## config.mk

```make
export PLATFORM = sky130hd
export DESIGN_NAME = midi_voice_message_generator
export DESIGN_NICKNAME = d
export VERILOG_FILES = /design/src/rtl/mvmg_pkg.sv /design/src/rtl/mvmg_dp.sv /design/src/rtl/mvmg_ctrl.sv /design/src/rtl/midi_voice_message_generator.sv
export SDC_FILE = /design/constraint.sdc
export NUM_CORES = 1
export LEC_CHECK = 0
export BUFFER_PORTS_ARGS = -buffer_cell sky130_fd_sc_hd__buf_4
export CORE_ASPECT_RATIO = 2
export CORE_MARGIN = 8
export CORE_UTILIZATION = 25
export CTS_BUF_LIST = sky130_fd_sc_hd__clkbuf_8
export DETAILED_ROUTE_END_ITERATION = 12
export PLACE_DENSITY = 0.46
export SLEW_MARGIN = 0
export SYNTH_ARGS = -nofsm -noshare
export SYNTH_HDL_FRONTEND = slang
export SYNTH_SLANG_ARGS = --single-unit
```

## constraint.sdc

```tcl
create_clock -name clk_i -period 5.7 [get_ports clk_i]
set_clock_uncertainty 0.15 [all_clocks]
set_input_delay 0 -clock clk_i [delete_from_list [all_inputs] [get_ports clk_i]]
set_output_delay 0 -clock clk_i [all_outputs]
set_load 0.05 [all_outputs]
```

## src/rtl/mvmg_pkg.sv

```systemverilog
package mvmg_pkg;

  localparam int VOICE_COUNT      = 8;
  localparam int INSTRUMENT_COUNT = 25;
  localparam int ROM_ENTRIES      = 25;
  localparam int ROM_IDX_W        = $clog2(ROM_ENTRIES);
  localparam int VIDX_W           = (VOICE_COUNT > 1) ? $clog2(VOICE_COUNT) : 1;
  localparam int BEND_W           = 3;

  // Command codes
  localparam logic [2:0] FN_NOTE_ON  = 3'd0;
  localparam logic [2:0] FN_NOTE_OFF = 3'd1;
  localparam logic [2:0] FN_INSTR    = 3'd2;
  localparam logic [2:0] FN_PLAY     = 3'd3;
  localparam logic [2:0] FN_STOP     = 3'd4;

  // Voice kinds
  localparam logic [1:0] KIND_SILENT  = 2'd0;
  localparam logic [1:0] KIND_MELODIC = 2'd1;
  localparam logic [1:0] KIND_PERC    = 2'd2;

  // Register indexes
  localparam logic REG_IDX_BANK = 1'b0;

  // MIDI bytes
  localparam logic [7:0] NO_NOTE      = 8'hFF;
  localparam logic [7:0] ST_NOTE_OFF  = 8'h80;
  localparam logic [7:0] ST_NOTE_ON   = 8'h90;
  localparam logic [7:0] ST_CONTROL   = 8'hB0;
  localparam logic [7:0] ST_PROGRAM   = 8'hC0;
  localparam logic [7:0] ST_BEND      = 8'hE0;
  localparam logic [7:0] CTRL_ALL_OFF = 8'h7B;
  localparam logic [7:0] CTRL_VOLUME  = 8'h07;
  localparam logic [7:0] BEND_CENTRE  = 8'h40;
  localparam logic [3:0] PERC_CHANNEL = 4'd9;

  typedef struct packed {
    logic [1:0] kind;
    logic [6:0] patch;
    logic [7:0] shift;
    logic [6:0] attack;
    logic [6:0] rel_vel;
    logic [6:0] level;
  } rom_entry_t;

  localparam rom_entry_t INSTR_ROM [2][ROM_ENTRIES] = '{
    '{
      '{2'd1, 7'd34,  8'd0,  7'h7F, 7'h7F, 7'h5F}, '{2'd1, 7'd37,  8'd0,  7'h3F, 7'h3F, 7'h4F},
      '{2'd1, 7'd34,  8'd0,  7'h7F, 7'h7F, 7'h7F}, '{2'd1, 7'd116, 8'd50, 7'h7F, 7'h7F, 7'h7F},
      '{2'd1, 7'd3,   8'd24, 7'h7F, 7'h7F, 7'h7F}, '{2'd1, 7'd38,  8'd0,  7'h4F, 7'h4F, 7'h4F},
      '{2'd1, 7'd7,   8'd0,  7'h5F, 7'h5F, 7'h6F}, '{2'd2, 7'd42,  8'd0,  7'h7F, 7'h7F, 7'h7F},
      '{2'd2, 7'd40,  8'd0,  7'h7F, 7'h7F, 7'h7F}, '{2'd1, 7'd127, 8'd40, 7'h6F, 7'h6F, 7'h6F},
      '{2'd1, 7'd122, 8'd40, 7'h7F, 7'h7F, 7'h7F}, '{2'd2, 7'd44,  8'd0,  7'h7F, 7'h7F, 7'h3F},
      '{2'd1, 7'd122, 8'd72, 7'h7F, 7'h7F, 7'h7F}, '{2'd2, 7'd37,  8'd0,  7'h7F, 7'h7F, 7'h7F},
      '{2'd2, 7'd62,  8'd0,  7'h7F, 7'h7F, 7'h7F}, '{2'd1, 7'd115, 8'd57, 7'h7F, 7'h7F, 7'h7F},
      '{2'd1, 7'd117, 8'd81, 7'h7F, 7'h7F, 7'h7F}, '{2'd2, 7'd39,  8'd0,  7'h7F, 7'h7F, 7'h7F},
      '{2'd1, 7'd127, 8'd40, 7'h7F, 7'h7F, 7'h7F}, '{2'd1, 7'd73,  8'd24, 7'h7F, 7'h20, 7'h7F},
      '{2'd1, 7'd118, 8'd0,  7'h7F, 7'h7F, 7'h7F}, '{2'd2, 7'd42,  8'd0,  7'h7F, 7'h7F, 7'h5F},
      '{2'd2, 7'd56,  8'd0,  7'h7F, 7'h7F, 7'h7F}, '{2'd2, 7'd38,  8'd0,  7'h7F, 7'h7F, 7'h3F},
      '{2'd1, 7'd11,  8'd36, 7'h7F, 7'h20, 7'h7F}
    },
    '{
      '{2'd1, 7'd28,  8'd0,  7'h7F, 7'h7F, 7'h7F}, '{2'd1, 7'd69,  8'd0,  7'h3F, 7'h3F, 7'h3F},
      '{2'd1, 7'd28,  8'd0,  7'h7F, 7'h7F, 7'h78}, '{2'd1, 7'd117, 8'd50, 7'h7F, 7'h7F, 7'h7F},
      '{2'd1, 7'd7,   8'd24, 7'h5F, 7'h7F, 7'h6F}, '{2'd1, 7'd30,  8'd0,  7'h5F, 7'h5F, 7'h5F},
      '{2'd1, 7'd16,  8'd0,  7'h4F, 7'h4F, 7'h6F}, '{2'd2, 7'd42,  8'd0,  7'h7F, 7'h7F, 7'h7F},
      '{2'd2, 7'd40,  8'd0,  7'h7F, 7'h7F, 7'h7F}, '{2'd1, 7'd114, 8'd28, 7'h6F, 7'h6F, 7'h6F},
      '{2'd1, 7'd119, 8'd52, 7'h2F, 7'h7F, 7'h7F}, '{2'd2, 7'd44,  8'd0,  7'h7F, 7'h7F, 7'h3F},
      '{2'd1, 7'd124, 8'd60, 7'h7F, 7'h7F, 7'h5F}, '{2'd2, 7'd37,  8'd0,  7'h7F, 7'h7F, 7'h7F},
      '{2'd2, 7'd62,  8'd0,  7'h7F, 7'h7F, 7'h7F}, '{2'd1, 7'd120, 8'd57, 7'h7F, 7'h7F, 7'h7F},
      '{2'd1, 7'd113, 8'd81, 7'h7F, 7'h7F, 7'h7F}, '{2'd2, 7'd39,  8'd0,  7'h7F, 7'h7F, 7'h7F},
      '{2'd1, 7'd114, 8'd28, 7'h7F, 7'h7F, 7'h7F}, '{2'd1, 7'd47,  8'd25, 7'h7F, 7'h20, 7'h7F},
      '{2'd1, 7'd64,  8'd0,  7'h7F, 7'h7F, 7'h4F}, '{2'd2, 7'd42,  8'd0,  7'h7F, 7'h7F, 7'h5F},
      '{2'd2, 7'd56,  8'd0,  7'h7F, 7'h7F, 7'h7F}, '{2'd2, 7'd40,  8'd0,  7'h7F, 7'h7F, 7'h5F},
      '{2'd1, 7'd38,  8'd25, 7'h7F, 7'h20, 7'h7F}
    }
  };

  function automatic logic instr_valid(input logic [7:0] idx);
    return (32'(idx) < INSTRUMENT_COUNT) && (32'(idx) < ROM_ENTRIES);
  endfunction

  function automatic rom_entry_t rom_read(input logic bank, input logic [7:0] idx);
    rom_entry_t e;
    e = '0;
    if (32'(idx) < ROM_ENTRIES) begin
      e = INSTR_ROM[bank][ROM_IDX_W'(idx)];
    end
    return e;
  endfunction

  // Byte groups the datapath can emit
  typedef enum logic [2:0] {
    SEG_REL    = 3'd0,
    SEG_VOL    = 3'd1,
    SEG_ON     = 3'd2,
    SEG_PRG    = 3'd3,
    SEG_BEND   = 3'd4,
    SEG_ALLOFF = 3'd5
  } seg_e;

  typedef enum logic [9:0] {
    S_IDLE   = 10'b00_0000_0001,
    S_CHECK  = 10'b00_0000_0010,
    S_REL    = 10'b00_0000_0100,
    S_LOAD   = 10'b00_0000_1000,
    S_VOL    = 10'b00_0001_0000,
    S_ON     = 10'b00_0010_0000,
    S_PRG    = 10'b00_0100_0000,
    S_BEND   = 10'b00_1000_0000,
    S_SCAN   = 10'b01_0000_0000,
    S_ALLOFF = 10'b10_0000_0000
  } ctl_state_e;

  typedef struct packed {
    logic       start;
    logic       scan_init;
    logic       scan_next;
    logic       bend_next;
    logic       load_voice;
    logic       clr_held;
    logic       set_held;
    logic       emit;
    logic       last;
    seg_e       seg;
    logic [1:0] idx;
  } vm_cmd_t;

  typedef struct packed {
    logic [2:0] func;
    logic       voice_ok;
    logic       held;
    logic [1:0] kind;
    logic       instr_ok;
    logic       instr_mel;
    logic       scan_last;
    logic       bend_last;
    logic       can_emit;
  } vm_status_t;

endpackage

```

## src/rtl/mvmg_dp.sv

```systemverilog
module mvmg_dp (
  input  logic                 clk_i,
  input  logic                 rst_ni,
  input  logic [2:0]           func_i,
  input  logic [2:0]           voice_i,
  input  logic [7:0]           value_i,
  input  logic [3:0]           current_channel_i,
  input  logic                 bank_i,
  input  mvmg_pkg::vm_cmd_t    cmd_i,
  output mvmg_pkg::vm_status_t st_o,
  input  logic                 out_ready_i,
  output logic                 out_valid_o,
  output logic [7:0]           midi_byte_o,
  output logic                 last_byte_o,
  output logic [3:0]           channel_out_o
);
  import mvmg_pkg::*;

  // Per-voice state
  logic [7:0] held_q    [VOICE_COUNT];
  logic [3:0] chan_q    [VOICE_COUNT];
  logic [1:0] kind_q    [VOICE_COUNT];
  logic [6:0] patch_q   [VOICE_COUNT];
  logic [7:0] shift_q   [VOICE_COUNT];
  logic [6:0] attack_q  [VOICE_COUNT];
  logic [6:0] rel_vel_q [VOICE_COUNT];
  logic [6:0] level_q   [VOICE_COUNT];

  // Latched request
  logic [2:0]  func_q;
  logic [7:0]  value_q;
  logic [3:0]  cmd_ch_q;
  logic [3:0]  ch_out_q;
  logic        voice_ok_q;
  logic        instr_ok_q;
  rom_entry_t  rom_q;

  logic [VIDX_W-1:0] vsel_q;
  logic [BEND_W-1:0] bend_q;

  logic       out_valid_q;
  logic [7:0] byte_q;
  logic       last_q;
  logic [3:0] chan_out_q;

  rom_entry_t rom_sel;
  logic       rom_ok;
  logic [3:0] mel_ch;
  logic [3:0] ch_out_d;
  logic [3:0] rel_ch;
  logic [7:0] note;
  logic [7:0] byte_d;

  assign rom_sel = rom_read(bank_i, value_i);
  assign rom_ok  = instr_valid(value_i);
  assign mel_ch  = {1'b0, voice_i} + {3'b000, bank_i};

  always_comb begin
    ch_out_d = current_channel_i;
    if (func_i == FN_INSTR && rom_ok) begin
      ch_out_d = (rom_sel.kind == KIND_MELODIC) ? mel_ch : PERC_CHANNEL;
    end
  end

  always_ff @(posedge clk_i) begin
    if (cmd_i.start) begin
      func_q     <= func_i;
      value_q    <= value_i;
      cmd_ch_q   <= current_channel_i;
      ch_out_q   <= ch_out_d;
      voice_ok_q <= (32'(voice_i) < VOICE_COUNT);
      instr_ok_q <= rom_ok;
      rom_q      <= rom_sel;
    end
  end

  always_ff @(posedge clk_i or negedge rst_ni) begin
    if (!rst_ni) begin
      vsel_q <= '0;
      bend_q <= '0;
    end else begin
      if (cmd_i.start) begin
        vsel_q <= VIDX_W'(voice_i);
        bend_q <= '0;
      end else if (cmd_i.scan_init) begin
        vsel_q <= '0;
      end else if (cmd_i.scan_next) begin
        vsel_q <= vsel_q + VIDX_W'(1);
      end
      if (cmd_i.bend_next) begin
        bend_q <= bend_q + BEND_W'(1);
      end
    end
  end

  // Percussion plays its patch as the note
  assign note   = (kind_q[vsel_q] == KIND_PERC) ? {1'b0, patch_q[vsel_q]}
                                                : value_q + shift_q[vsel_q];
  assign rel_ch = (func_q == FN_STOP) ? chan_q[vsel_q] : cmd_ch_q;

  always_ff @(posedge clk_i or negedge rst_ni) begin
    if (!rst_ni) begin
      for (int i = 0; i < VOICE_COUNT; i++) begin
        held_q[i]    <= NO_NOTE;
        chan_q[i]    <= '0;
        kind_q[i]    <= KIND_SILENT;
        patch_q[i]   <= '0;
        shift_q[i]   <= '0;
        attack_q[i]  <= '0;
        rel_vel_q[i] <= '0;
        level_q[i]   <= '0;
      end
    end else begin
      if (cmd_i.clr_held) begin
        held_q[vsel_q] <= NO_NOTE;
      end else if (cmd_i.set_held) begin
        held_q[vsel_q] <= note[7] ? NO_NOTE : note;
      end
      if (cmd_i.load_voice) begin
        chan_q[vsel_q]    <= ch_out_q;
        kind_q[vsel_q]    <= rom_q.kind;
        patch_q[vsel_q]   <= rom_q.patch;
        shift_q[vsel_q]   <= rom_q.shift;
        attack_q[vsel_q]  <= rom_q.attack;
        rel_vel_q[vsel_q] <= rom_q.rel_vel;
        level_q[vsel_q]   <= rom_q.level;
      end
    end
  end

  always_comb begin
    byte_d = '0;
    case (cmd_i.seg)
      SEG_REL: begin
        case (cmd_i.idx)
          2'd0:    byte_d = ST_NOTE_OFF | {4'h0, rel_ch};
          2'd1:    byte_d = held_q[vsel_q];
          default: byte_d = {1'b0, rel_vel_q[vsel_q]};
        endcase
      end
      SEG_VOL: begin
        case (cmd_i.idx)
          2'd0:    byte_d = ST_CONTROL | {4'h0, ch_out_q};
          2'd1:    byte_d = CTRL_VOLUME;
          default: byte_d = {1'b0, level_q[vsel_q]};
        endcase
      end
      SEG_ON: begin
        case (cmd_i.idx)
          2'd0:    byte_d = ST_NOTE_ON | {4'h0, ch_out_q};
          2'd1:    byte_d = note;
          default: byte_d = {1'b0, attack_q[vsel_q]};
        endcase
      end
      SEG_PRG: begin
        case (cmd_i.idx)
          2'd0:    byte_d = ST_PROGRAM | {4'h0, ch_out_q};
          default: byte_d = {1'b0, patch_q[vsel_q]};
        endcase
      end
      SEG_BEND: begin
        case (cmd_i.idx)
          2'd0:    byte_d = ST_BEND | {5'b00000, bend_q};
          2'd1:    byte_d = 8'h00;
          default: byte_d = BEND_CENTRE;
        endcase
      end
      SEG_ALLOFF: begin
        case (cmd_i.idx)
          2'd0:    byte_d = ST_CONTROL;
          2'd1:    byte_d = CTRL_ALL_OFF;
          default: byte_d = 8'h00;
        endcase
      end
      default: byte_d = '0;
    endcase
  end

  // Output register
  always_ff @(posedge clk_i or negedge rst_ni) begin
    if (!rst_ni) begin
      out_valid_q <= 1'b0;
    end else if (cmd_i.emit) begin
      out_valid_q <= 1'b1;
    end else if (out_ready_i) begin
      out_valid_q <= 1'b0;
    end
  end

  always_ff @(posedge clk_i) begin
    if (cmd_i.emit) begin
      byte_q     <= byte_d;
      last_q     <= cmd_i.last;
      chan_out_q <= ch_out_q;
    end
  end

  assign out_valid_o   = out_valid_q;
  assign midi_byte_o   = byte_q;
  assign last_byte_o   = last_q;
  assign channel_out_o = chan_out_q;

  always_comb begin
    st_o           = '0;
    st_o.func      = func_q;
    st_o.voice_ok  = voice_ok_q;
    st_o.held      = ~held_q[vsel_q][7];
    st_o.kind      = kind_q[vsel_q];
    st_o.instr_ok  = instr_ok_q;
    st_o.instr_mel = (rom_q.kind == KIND_MELODIC);
    st_o.scan_last = (vsel_q == VIDX_W'(VOICE_COUNT - 1));
    st_o.bend_last = (bend_q == {BEND_W{1'b1}});
    st_o.can_emit  = ~out_valid_q | out_ready_i;
  end

  a_no_overwrite: assert property (@(posedge clk_i) disable iff (!rst_ni)
    out_valid_q && !out_ready_i |-> !cmd_i.emit)
    else $error("byte issued over a stalled output byte");

endmodule

```

## src/rtl/mvmg_ctrl.sv

```systemverilog
module mvmg_ctrl (
  input  logic                 clk_i,
  input  logic                 rst_ni,
  input  logic                 in_valid_i,
  output logic                 in_ready_o,
  input  mvmg_pkg::vm_status_t st_i,
  output mvmg_pkg::vm_cmd_t    cmd_o
);
  import mvmg_pkg::*;

  ctl_state_e state_q, state_d;
  logic [1:0] cnt_q, cnt_d;

  logic       emitting;
  seg_e       seg;
  logic [1:0] seg_end;
  ctl_state_e nxt;

  assign in_ready_o = (state_q == S_IDLE);

  always_comb begin
    state_d  = state_q;
    cnt_d    = cnt_q;
    cmd_o    = '0;
    emitting = 1'b0;
    seg      = SEG_REL;
    seg_end  = 2'd2;
    nxt      = S_IDLE;
    case (state_q)
      S_IDLE: begin
        if (in_valid_i) begin
          cmd_o.start = 1'b1;
          state_d     = S_CHECK;
        end
      end
      S_CHECK: begin
        cnt_d = '0;
        if (!st_i.voice_ok) begin
          state_d = S_IDLE;
        end else begin
          case (st_i.func)
            FN_NOTE_ON: begin
              if (st_i.held)                    state_d = S_REL;
              else if (st_i.kind == KIND_SILENT) state_d = S_IDLE;
              else if (st_i.kind == KIND_PERC)   state_d = S_VOL;
              else                               state_d = S_ON;
            end
            FN_NOTE_OFF: state_d = st_i.held ? S_REL : S_IDLE;
            FN_INSTR: begin
              if (!st_i.instr_ok) state_d = S_IDLE;
              else if (st_i.held) state_d = S_REL;
              else                state_d = S_LOAD;
            end
            FN_PLAY: state_d = S_BEND;
            FN_STOP: begin
              cmd_o.scan_init = 1'b1;
              state_d         = S_SCAN;
            end
            default: state_d = S_IDLE;
          endcase
        end
      end
      S_SCAN: begin
        cnt_d = '0;
        if (st_i.held) begin
          state_d = S_REL;
        end else if (st_i.scan_last) begin
          state_d = S_ALLOFF;
        end else begin
          cmd_o.scan_next = 1'b1;
        end
      end
      S_LOAD: begin
        cmd_o.load_voice = 1'b1;
        state_d          = st_i.instr_mel ? S_PRG : S_IDLE;
      end
      S_REL: begin
        emitting = 1'b1;
        seg      = SEG_REL;
        case (st_i.func)
          FN_NOTE_ON: begin
            if (st_i.kind == KIND_SILENT)    nxt = S_IDLE;
            else if (st_i.kind == KIND_PERC) nxt = S_VOL;
            else                             nxt = S_ON;
          end
          FN_INSTR: nxt = S_LOAD;
          FN_STOP:  nxt = st_i.scan_last ? S_ALLOFF : S_SCAN;
          default:  nxt = S_IDLE;
        endcase
      end
      S_VOL: begin
        emitting = 1'b1;
        seg      = SEG_VOL;
        nxt      = (st_i.func == FN_NOTE_ON) ? S_ON : S_IDLE;
      end
      S_ON: begin
        emitting = 1'b1;
        seg      = SEG_ON;
        nxt      = S_IDLE;
      end
      S_PRG: begin
        emitting = 1'b1;
        seg      = SEG_PRG;
        seg_end  = 2'd1;
        nxt      = S_VOL;
      end
      S_BEND: begin
        emitting = 1'b1;
        seg      = SEG_BEND;
        nxt      = st_i.bend_last ? S_IDLE : S_BEND;
      end
      S_ALLOFF: begin
        emitting = 1'b1;
        seg      = SEG_ALLOFF;
        nxt      = S_IDLE;
      end
      default: state_d = S_IDLE;
    endcase

    // One byte per cycle while the output register can take it
    if (emitting && st_i.can_emit) begin
      cmd_o.emit = 1'b1;
      cmd_o.seg  = seg;
      cmd_o.idx  = cnt_q;
      if (cnt_q == seg_end) begin
        cnt_d           = '0;
        state_d         = nxt;
        cmd_o.last      = (nxt == S_IDLE) || (nxt == S_LOAD && !st_i.instr_mel);
        cmd_o.clr_held  = (seg == SEG_REL);
        cmd_o.set_held  = (seg == SEG_ON);
        cmd_o.bend_next = (seg == SEG_BEND);
        cmd_o.scan_next = (seg == SEG_REL) && (st_i.func == FN_STOP) && !st_i.scan_last;
      end else begin
        cnt_d = cnt_q + 2'd1;
      end
    end
  end

  always_ff @(posedge clk_i or negedge rst_ni) begin
    if (!rst_ni) begin
      state_q <= S_IDLE;
      cnt_q   <= '0;
    end else begin
      state_q <= state_d;
      cnt_q   <= cnt_d;
    end
  end

  // A percussive load still passes through the load state after its final byte
  a_last_ends: assert property (@(posedge clk_i) disable iff (!rst_ni)
    cmd_o.emit && cmd_o.last |=> (state_q == S_IDLE || state_q == S_LOAD))
    else $error("final byte issued but request still running");

  a_accept_check: assert property (@(posedge clk_i) disable iff (!rst_ni)
    in_valid_i && in_ready_o |=> state_q == S_CHECK)
    else $error("accepted request did not enter decode");

endmodule

```

## src/rtl/midi_voice_message_generator.sv

```systemverilog
// A request is latched on acceptance, decoded in the check state, and each byte it sends is
// registered in the output register. Throughput: one byte per cycle while the sink is ready;
// a new request is accepted only in idle, once the previous one (including an instrument load
// and the voice scan on stop-all) is done, also when it sends nothing.
// Reset (rst_ni low, asynchronous): bank 0, no notes held, all voices silent on channel 0,
// output register empty.
module midi_voice_message_generator (
  input  logic        clk_i,
  input  logic        rst_ni,
  // Command requests
  input  logic        in_valid_i,
  output logic        in_ready_o,
  input  logic [2:0]  func_i,
  input  logic [2:0]  voice_i,
  input  logic [7:0]  value_i,
  input  logic [3:0]  current_channel_i,
  // MIDI byte requests
  output logic        out_valid_o,
  input  logic        out_ready_i,
  output logic [7:0]  midi_byte_o,
  output logic        last_byte_o,
  output logic [3:0]  channel_out_o,
  // Configuration port
  input  logic        psel,
  input  logic        penable,
  input  logic        pwrite,
  input  logic [2:0]  paddr,
  input  logic [31:0] pwdata,
  output logic [31:0] prdata,
  output logic        pready
);
  import mvmg_pkg::*;

  logic       bank_q;
  logic       cfg_wr;
  vm_cmd_t    cmd;
  vm_status_t st;

  // Configuration: a single bank-select bit, selected while address bit 2 is clear (byte
  // addresses 0 to 3). Writes land on the access phase; the port never stalls.
  assign pready = 1'b1;
  assign cfg_wr = psel & penable & pwrite & pready;

  always_ff @(posedge clk_i or negedge rst_ni) begin
    if (!rst_ni) begin
      bank_q <= 1'b0;
    end else if (cfg_wr && paddr[2] == REG_IDX_BANK) begin
      bank_q <= pwdata[0];
    end
  end

  // Reads with address bit 2 set return zero
  assign prdata = (paddr[2] == REG_IDX_BANK) ? {31'b0, bank_q} : 32'b0;

  // Sequencer: decodes each request, walks the byte groups (release, volume,
  // note-on, program, bend, all-off) and scans the voices on stop-all.
  mvmg_ctrl u_ctrl (
    .clk_i      (clk_i),
    .rst_ni     (rst_ni),
    .in_valid_i (in_valid_i),
    .in_ready_o (in_ready_o),
    .st_i       (st),
    .cmd_o      (cmd)
  );

  // Voice state, instrument ROM, byte formatting and the output register.
  // The sequencer issues no new byte while one waits in the output register and the sink is not ready.
  mvmg_dp u_dp (
    .clk_i             (clk_i),
    .rst_ni            (rst_ni),
    .func_i            (func_i),
    .voice_i           (voice_i),
    .value_i           (value_i),
    .current_channel_i (current_channel_i),
    .bank_i            (bank_q),
    .cmd_i             (cmd),
    .st_o              (st),
    .out_ready_i       (out_ready_i),
    .out_valid_o       (out_valid_o),
    .midi_byte_o       (midi_byte_o),
    .last_byte_o       (last_byte_o),
    .channel_out_o     (channel_out_o)
  );

endmodule

```

==> flow_summary.toml <==
[die]
dieArea_sq_um = 90800
start_util = 0.252
core_area_sq_um = 80200
ios = 108
fp.dieW_microns = 217
fp-row-count = 147
die_height_microns = 418

[worst_setup_path]
rrSetupSlack_ns = 0.83
endpoint_kind = "flip-flop"
worstSetupStartpointType = "flip-flop"
worstSetupEndpoint = "u_dp.held_q[46]"
path_max_fanout = 16
crit_path_start = "u_dp.vsel_q[0]"
path_class = "flip-flop to flip-flop"
worstPathArrival_ns = 5.26
cp.required_ns = 6.08
worstReg2RegEnd = "u_dp.held_q[46]"
reg2regPathDepth = 15
timing.rr.start = "u_dp.vsel_q[0]"

[timing]
period_minus_slack_ns = 4.87
fmax_mhz = 205
slew_violations = 0
whs_ns = 0.0726
setup_viol = 0
timing.final.crit_share = 0.855
rsz0062_at_grt = "no"
slew_headroom = 0.209
hold_viol_final = 0
fin_tns_setup_ns = 0
max_slew.worst_pin.slew_ns = 1.18

[power_and_ir_drop]
combPwrFrac = 0.287
design_power_total_w = 0.00831
seqPwrFrac = 0.396
power.density_nw_per_um2 = 356
switching_power_w = 0.00313
ir_drop_mv = 0.182
clock_power_share = 0.318
swShare = 0.376
power.internal_w = 0.00518
power.leakage_nw = 10.2

[logic_synthesis]
synth_edf_count = 61
netlist.area_leader.share = 0.340
yosysMostFrequentCell = "mux2_2"
synth.distinct_cells = 94
synth_cells = 1732
syn_area_sq_um = 20200
async_flop_share = 0.848
ys_seq_area_frac = 0.515
ys_warn_count = 0
ys.flop_type = "dfrtp_1"
yosysTopAreaCell = "dfrtp_1"
avgSynthCellArea_sq_um = 11.7
synth_seq_cells = 401
ys_top_cells_by_count = "278 x mux2_2, 275 x dfrtp_1, 133 x nor2_1, 76 x o21ai_0, 74 x a21oi_1"
synthTopCellsByArea = "dfrtp_1 34%, mux2_2 15%, edfxtp_1 9.1%"

[placement]
portBuffers = 42
dpl.hpwl_microns = 50900
gp_congestion = 0.902
place_area_sq_um = 21600

[cts]
cts_resized = 0
path_clk_slew_ns = 0.07
insertion_delay_ns = 0.66
root_buffer = "clkbuf_8"
numCtsBuffers = 59
clock-sinks = 401
cts_tree = "built"
cts_buffer_depth = 3
htreeDepth = 2

[drt]
drtIter0Drc = 1020
wire_per_inst_microns = 24.8
wirelength_microns = 72000
num_vias = 15073
via_per_inst = 5.19
ant_nets = 0
dr.pass1.iters = 5
remaining_drc_errors = 0

[final_layout]
fin_area_sq_um = 23400
layout-drive-gt1-share = 0.307
nFillCells = 8335
fin_nets = 1893
syn_to_final_growth_pct = 15.5

[grt]
grt_pass1_wl_microns = 108000
grt_pass1_vias = 16160
grt_max_degree = 173
grt_overflow_total = 0
antenna_found_initial = 3
grt_usage = 0.157

[hold_path]
hold_path_class = "primary input to flip-flop"

[run_status]
status = "complete, no violations"

[flow_run]
max_cap_viol_count = 0
[per-stage QoR]
stage / util / setup slack [ns] / std cells
floorplan: - / 1.63 / 1762
global placement: 0.269 / 0.952 / 2750
detailed placement: 0.269 / 0.912 / 2751
CTS: 0.291 / 0.872 / 2902
global route: 0.291 / 0.489 / 2904
finish: 0.291 / 0.827 / 2904
[critical path, cell delays in order (launching register included)]
cell      delay (ns)
dfrtp_2         0.55
buf_4           0.26
nor3b_2         0.77
a22o_1          0.26
a221oi_1        0.05
nand3_1         0.12
ha_1            0.19
inv_1           0.07
fa_1            0.43
nor2b_1         0.13
o21a_1          0.17
o21ai_0         0.09
a311oi_1        0.45
mux2i_1         0.24
a221oi_1        0.59
o21ai_0         0.23
[power by group through the flow]
stage / Sequential (W) / Combinational (W) / Clock, W
floorplan: 0.00320 / 0.00135 / 0
global placement: 0.00333 / 0.00234 / 0
detailed placement: 0.00333 / 0.00235 / 0
CTS: 0.00328 / 0.00239 / 0.00271
global route: 0.00331 / 0.00250 / 0.00281
finish: 0.00329 / 0.00238 / 0.00264
[timing repair]
item	4_1_cts	5_1_grt
endpoints found under the hold margin	168	0
endpoints found under the setup margin	0	0
hold buffers	40	0
setup buffers	0	0
[final cells by class]
type | count | area (sq um) | share of cell area
multi-input combinational | 1188 | 9070 | 0.388
clock inverter | 33 | 262 | 0.0112
tap | 1043 | 1310 | 0.0559
inverter | 30 | 113 | 0.00482
timing repair buffer | 129 | 1110 | 0.0474
antenna | 2 | 5.00 | 0.000214
sequential | 401 | 10400 | 0.446
clock buffer | 78 | 1070 | 0.0459
[kinds of logic after synthesis]
group	synth area share
adder cells (fa/ha/maj)	0.0152
XOR/XNOR	0.00433
AO/OA/AOI/OAI	0.151
AND/OR/NAND/NOR	0.0913
multiplexers	0.177
other	0.000371
flip-flops	0.515
buffers and inverters	0.0450
[registers in the layout, summed over array words and instances, names as in the netlist, 4 cells and up]
| register | flops |
|---|---|
| u_ctrl.state_q | 10 |
| u_dp.attack_q | 28 |
| u_dp.ch_out_q | 4 |
| u_dp.chan_q | 32 |
| u_dp.channel_out_o | 4 |
| u_dp.cmd_ch_q | 4 |
| u_dp.held_q | 64 |
| u_dp.kind_q | 16 |
| u_dp.level_q | 36 |
| u_dp.midi_byte_o | 8 |
| u_dp.patch_q | 56 |
| u_dp.rel_vel_q | 32 |
| u_dp.rom_q | 28 |
| u_dp.shift_q | 56 |
| u_dp.value_q | 8 |
[worst min-delay path by stage]
| stage | from | endpoint | slack (ns) | cells after the start |
|---|---|---|---|---|
| 6_report | current_channel_i[2] | u_dp.ch_out_q[2] | 0.07 | 3 |
| 4_1_cts | current_channel_i[2] | u_dp.ch_out_q[2] | 0.02 | 3 |
| 2_1_floorplan | rst_ni | bank_q | -0.45 | 0 |
| 3_3_place_gp | rst_ni | u_dp.patch_q[37] | 0.03 | 1 |
| 5_1_grt | current_channel_i[2] | u_dp.ch_out_q[2] | 0.09 | 3 |
| 3_5_place_dp | value_i[7] | u_dp.value_q[7] | 0.04 | 1 |
[cells in the final DEF (no fill, tap or decap), types with 9 or more instances in the layout]
cell type | synthesis | final
a21o_1 | 11 | 11
nor3_1 | 16 | 16
nand2_1 | 69 | 69
mux2i_1 | 27 | 27
o21ai_0 | 76 | 76
nand4_1 | 9 | 9
nor2_1 | 133 | 125
a22oi_1 | 30 | 30
conb_1 | 2 | 32
nand3_1 | 26 | 26
o22a_1 | 37 | 37
a22o_1 | 11 | 11
clkbuf_8 | 0 | 78
o221ai_1 | 18 | 18
inv_1 | 29 | 52
ha_1 | 23 | 23
dlygate4sd3_1 | 0 | 39
o211ai_1 | 10 | 10
dfrtp_1 | 275 | 272
mux2_2 | 278 | 278
a221oi_1 | 10 | 10
dfstp_2 | 65 | 65
nor2b_1 | 18 | 18
a211oi_1 | 14 | 14
a31oi_1 | 13 | 13
nand2b_1 | 23 | 23
a211o_1 | 9 | 9
a21oi_1 | 74 | 74
edfxtp_1 | 61 | 61
o22ai_1 | 64 | 64
buf_4 | 59 | 86
[metal layers]
layer | vias up | GRT usage | wire length [microns]
met2 | 581 | 0.296 | 38800
met4 | 2 | 0.117 | 5900
met3 | 228 | 0.0164 | 2830
li1 | 6566 | - | -
met1 | 7696 | 0.156 | 24500
met5 | - | 0 | 13
Power figures use the tool's default switching activity.
